$ cat config.mk
export PLATFORM = sky130hd
export DESIGN_NAME = wsm_cell
export DESIGN_NICKNAME = d
export VERILOG_FILES = /design/src/sv/wsm_pkg.sv /design/src/sv/wsm_cell.sv
export SDC_FILE = /design/constraint.sdc
export NUM_CORES = 1
export LEC_CHECK = 0
export ABC_CLOCK_PERIOD_IN_PS = 7000
export CORE_UTILIZATION = 63
export CTS_CLUSTER_DIAMETER = 100
export DETAILED_ROUTE_END_ITERATION = 16
export DONT_BUFFER_PORTS = 1
export PLACE_DENSITY = 0.79
export REMOVE_ABC_BUFFERS = 1
export SYNTH_ARGS = -nofsm -noshare
export SYNTH_HDL_FRONTEND = slang
export SYNTH_SLANG_ARGS = --single-unit
$ cat constraint.sdc
create_clock -name clk -period 7 [get_ports clk]
set_clock_uncertainty 0.1 [all_clocks]
set_input_delay 1.05 -clock clk [delete_from_list [all_inputs] [get_ports clk]]
set_output_delay 1.05 -clock clk [all_outputs]
set_load 0.01 [all_outputs]
$ cat src/sv/wsm_pkg.sv
// ----------------------------------------------------------------------------
// wsm_pkg: shared types and helpers of the word set membership matcher
// Holds the sequencer states, the cell write controls and the separator test.
// ----------------------------------------------------------------------------
package wsm_pkg;

  localparam int unsigned CHAR_W = 8;
  localparam int unsigned ORD_W  = 7;
  localparam int unsigned OLEN_W = 5;
  localparam logic [ORD_W-1:0]  ORD_MAX  = 7'd127;
  localparam logic [OLEN_W-1:0] OLEN_MAX = 5'd31;

  typedef enum logic [1:0] {
    ST_IDLE,
    ST_ACT,
    ST_SCAN
  } state_t;

  // Write strobes broadcast to the cell row.
  typedef struct packed {
    logic ref_we;
    logic seen_we;
  } wr_ctl_t;

  function automatic logic is_sep(input logic [CHAR_W-1:0] c);
    logic r;
    r = 1'b0;
    case (c)
      8'h20, 8'h2C, 8'h3B, 8'h3A, 8'h2D, 8'h2E, 8'h21, 8'h3F: r = 1'b1;
      default: r = 1'b0;
    endcase
    return r;
  endfunction

endpackage

$ cat src/sv/wsm_cell.sv
// ----------------------------------------------------------------------------
// wsm_cell: one word slot of the reference table and of the seen table
// Compares its stored words with the pending word and passes the hit on.
// ----------------------------------------------------------------------------
module wsm_cell #(
  parameter int unsigned WORD_CHARS = 16,
  parameter int unsigned LEN_W      = 5,
  parameter int unsigned CNT_W      = 8,
  parameter int unsigned IDX        = 0
) (
  input  logic                      clk,
  input  logic [wsm_pkg::CHAR_W-1:0] word [WORD_CHARS],
  input  logic [LEN_W-1:0]          len,
  input  wsm_pkg::wr_ctl_t          wr,
  input  logic [CNT_W-1:0]          ref_cnt,
  input  logic [CNT_W-1:0]          seen_cnt,
  input  logic                      ref_hit_in,
  input  logic                      seen_hit_in,
  output logic                      ref_hit_r,
  output logic                      seen_hit_r
);

  localparam logic [CNT_W-1:0] MY_IDX = CNT_W'(IDX);

  logic [wsm_pkg::CHAR_W-1:0] ref_chars_r  [WORD_CHARS];
  logic [wsm_pkg::CHAR_W-1:0] seen_chars_r [WORD_CHARS];
  logic [LEN_W-1:0]           ref_len_r;
  logic [LEN_W-1:0]           seen_len_r;
  logic                       ref_eq;
  logic                       seen_eq;
  logic                       ref_hit_nxt;
  logic                       seen_hit_nxt;

  always_comb begin
    ref_eq  = (ref_len_r == len);
    seen_eq = (seen_len_r == len);
    for (int j = 0; j < WORD_CHARS; j++) begin
      if (LEN_W'(j) < len) begin
        if (ref_chars_r[j] != word[j]) ref_eq = 1'b0;
        if (seen_chars_r[j] != word[j]) seen_eq = 1'b0;
      end
    end
    ref_hit_nxt  = ref_hit_in | (ref_eq & (MY_IDX < ref_cnt));
    seen_hit_nxt = seen_hit_in | (seen_eq & (MY_IDX < seen_cnt));
  end

  always_ff @(posedge clk) begin
    ref_hit_r  <= ref_hit_nxt;
    seen_hit_r <= seen_hit_nxt;
    if (wr.ref_we && ref_cnt == MY_IDX) begin
      ref_chars_r <= word;
      ref_len_r   <= len;
    end
    if (wr.seen_we && seen_cnt == MY_IDX) begin
      seen_chars_r <= word;
      seen_len_r   <= len;
    end
  end

endmodule

# Word-level counts from Yosys, hierarchy flattened
# Cells that the tools add are included.
# op_classes
n_addsub	0
multipliers	0
n_div	0
order_cmp	18
n_eq_ne	34
n_shift	0
muxes	64
bitwise	4
reduce_logical	4
# op_table
cell	n
!= test 8 bit	32
2-to-1 mux 1 bit	64
< comparator 4 x 5 -> 1 bit, first input constant	8
< comparator 3 x 5 -> 1 bit, first input constant	4
zero test 8 bit	2
< comparator 1 x 8 -> 1 bit, first input constant	2
== test 5 bit	2
< comparator 1 x 5 -> 1 bit, first input constant	2
< comparator 2 x 5 -> 1 bit, first input constant	2
AND 1 bit	2
logical AND 1 bit	2
OR 1 bit	2
# word_totals
register_bits	268
latch_bits	0
mem_bits_rw	0
romBits	0
input_bits	154
out_inout_bits	2
word_cells	160
memories	0

# Logic depth before layout (Yosys ltp)
# logic_depth
ltp_word	35
mapped_depth	7
mapped_depth_nobuf	6

# Worst setup path before layout
# No wires, ideal clock.
# synth_path
kind	in2reg
start	input seen_cnt[3]
end	register seen_chars_r[0] (netlist bit), enable pin
setup_time_ps	508
arrival_time_ps	4773
required_ps	6392
path_slack_ps	1619
cell_stages	3
path_buffers	0
cell_sequence	or4_1 -> nor2_1 -> and2_1
# synth_via
elab_chain_len	2
# synth_lines
element	line_no	source
start: declaration	wsm_cell.sv:16	input logic [CNT_W-1:0] seen_cnt,
zero test 8 bit	wsm_cell.sv:54	if (wr.seen_we && seen_cnt == MY_IDX) begin
logical AND 1 bit	wsm_cell.sv:54	
end signal: assignment	wsm_cell.sv:55	seen_chars_r <= word;
end: declaration	wsm_cell.sv:26	logic [wsm_pkg::CHAR_W-1:0] seen_chars_r [WORD_CHARS];
# No other way between the ends.
# A chain may end at the register's enable or synchronous reset.

# Worst setup path after layout
# layout_path
start	input seen_cnt[3]
end	register seen_chars_r[65] (netlist bit), enable pin
# Same word-level chain as after synthesis.

==> flow_summary.ini <==
[clocking]
clock_sinks = 268
cts_buffer_depth = 3
cts_buffers = 26
clk_latency_ns = 0.52
clockRootBuffer = clkbuf_16
cts-hold-fix-buffers = 0
postCtsSetupBuffers = 0
cts_tree = yes
path_clk_slew_ns = 0.06
cts_max_level = 1
postCtsResizedCells = 0

[timing]
hold_violations = 0
period_minus_slack_ns = 3.33
hold_ws_ns = 0.520
post-route-period-util_pct = 47.6
rsz0062_at_grt = no
final_max_slew_viol_count = 0
setup_viol = 0
tightest_slew_ns = 0.938
slew_headroom_pct = 37.5
tns_ns = 0
max_freq_mhz = 300

[critical_path]
crit_path_cell_trace = or4_1 -> nor2_1 -> and2_4 -> buf_4
crit_family = simple AND/OR/NAND/NOR gates
worstPathMaxFanout = 71
critPathSlowestCell = buf_4
critPathKind = primary input to register
cp.arrival_ns = 3.38
critPathCaptureType = register
cp.required_ns = 7.05
max_stage_delay_ns = 0.78
cp_num_buf_inv = 1
cp-start-kind = primary input

[yosys]
yosysUniqueCellTypes = 38
yosysWarningCount = 0
seq_area_frac_synth_pct = 71.2
synth-async-reset-ratio_pct = 0
synth-seq-cells = 268
netlist_area_sq_um = 11300
synth_enable_flop_cells = 266
synth_top_cell_by_area = edfxtp_1
synthCells = 681
synth_most_common_cell = edfxtp_1
yosysTopAreaCellShare_pct = 70.9
avgSynthCellArea_sq_um = 16.6
synthTopCellsByArea = edfxtp_1 71%, xor2_1 17%, xnor2_1 4.1%
synth_commonest_cells = 266 x edfxtp_1, 213 x xor2_1, 57 x nor4_1
synth-main-ff-cell = edfxtp_1

[detailed_routing]
drc = 0
vias = 5488
topRoutingLayerUsed = met4
detail_route.wl_per_cell_um = 21.3
drt_iter0_drc = 353
postRouteAntennaNets = 0
wl_met3_mm = 1.71
firstDrtPassIters = 4
via_per_inst = 5.79
routed_wl_mm = 20.2
m1WireLength_mm = 8.17
wl_met2_mm = 9.91

[die]
start_util_pct = 65.0
boundaryPins = 156
dieWidth_um = 136
die_area_sq_um = 18400
die_h_um = 136
fp-row-count = 48
coreArea_sq_um = 17400

[place]
place.gp.congestion = 0.772
post-dp-hpwl_mm = 13.9
portBuffers = 0

[global_route]
antenna_found_initial = 0
track_usage_pct = 22.5
grt_max_degree = 72
grt_pass1_vias = 5744
grt_pass1_wl_mm = 31.0
overflow = 0

[final_layout]
drive_gt1_share_pct = 5.67
nets = 859
diodes = 0
fillers = 1103
final_util_pct = 71.0
syn_to_final_growth_pct = 9.37

[power_and_ir_drop]
power_leakage_uw = 0.00396
power.density_nw_per_um2 = 255
ir_worst_vdd_mv = 0.230

[outcome]
status = finished clean

[job]
max_cap_violations = 0

[worst_hold_path]
hold_path.class = primary input to register
[where the power goes]
group,switching (uW),internal [uW],leakage [uW]
logic,39.4,48.1,0.00117
registers,2.25,1770,0.00241
clock network,548,738,0.000378
total,589,2550,0.00396
[layout make-up]
class	instances	area (sq um)	share of cell area [%]
timing repair buffer	2	15.0	0.122
clock inverter	12	82.6	0.670
tap	225	282	2.28
sequential	268	8030	65.1
clock buffer	34	702	5.69
multi-input combinational	407	3220	26.1
[kinds of logic (layout without fill, tap and decap cells)]
| family | after synthesis | after routing | synth area share (%) |
|---|---|---|---|
| adders and majority gates | 1 | 1 | 0.0888 |
| buffers and inverters | 6 | 48 | 0.289 |
| xor gates and xnor gates | 266 | 266 | 20.7 |
| DFF | 268 | 268 | 71.2 |
| and+or+nand+nor | 98 | 98 | 5.41 |
| AOI/OAI and AO/OA | 42 | 42 | 2.34 |
[worst reg2reg max path, delay by kind of cell (launching register included)]
family                    cells  cell delay [ns]
AOI/OAI and AO/OA             2             1.10
and+or+nand+nor               2             0.49
DFF                           1             0.39
xor gates and xnor gates      1             0.17
[registers in the layout, summed over array words and instances (netlist names)]
register,count
seen_len_r,5
seen_chars_r,128
ref_chars_r,128
ref_hit_r,1
ref_len_r,5
seen_hit_r,1
[through the flow]
| stage | cell area, sq um | setup slack (ns) | instances | power [uW] |
|---|---|---|---|---|
| final | 12300 | 3.67 | 948 | 3140 |
| after global routing | 12300 | 3.54 | 948 | 3230 |
| after CTS | 12300 | 3.68 | 948 | 3170 |
| after detailed placement | 11500 | 3.14 | 902 | 1890 |
| after global placement | 11500 | 3.18 | 902 | 1890 |
| after floorplan | 11200 | 1.62 | 675 | 1880 |
[layout by cell type, fill, tap and decap left out, drive strengths merged, types with 3 or more instances in the layout]
cell    count
clkinv     10
xnor2      53
edfxtp    266
clkbuf     34
nand4      13
nand2      10
nor2        4
nor4       59
or4         3
xor2      213
a21oi      23
[layer usage]
layer,vias to the layer above,GRT usage [%]
met3,30,6.92
met2,170,36.4
met4,0,6.24
met1,2687,29.5
met5,-,0
li1,2601,-
[worst paths after layout]
| check | from | endpoint | slack, ns | cells after the start |
|---|---|---|---|---|
| setup / recovery | seen_cnt[3] | seen_chars_r[65]$_DFFE_PP_ | 3.67 | 4 |
| hold / removal | word[48] | ref_chars_r[48]$_DFFE_PP_ | 0.52 | 0 |
| setup reg to reg | ref_chars_r[69]$_DFFE_PP_ | ref_hit_r$_DFF_P_ | 4.69 | 5 |
| hold reg to reg | seen_len_r[3]$_DFFE_PP_ | seen_hit_r$_DFF_P_ | 0.66 | 4 |
Note: power is estimated with default switching activity, not from simulation.
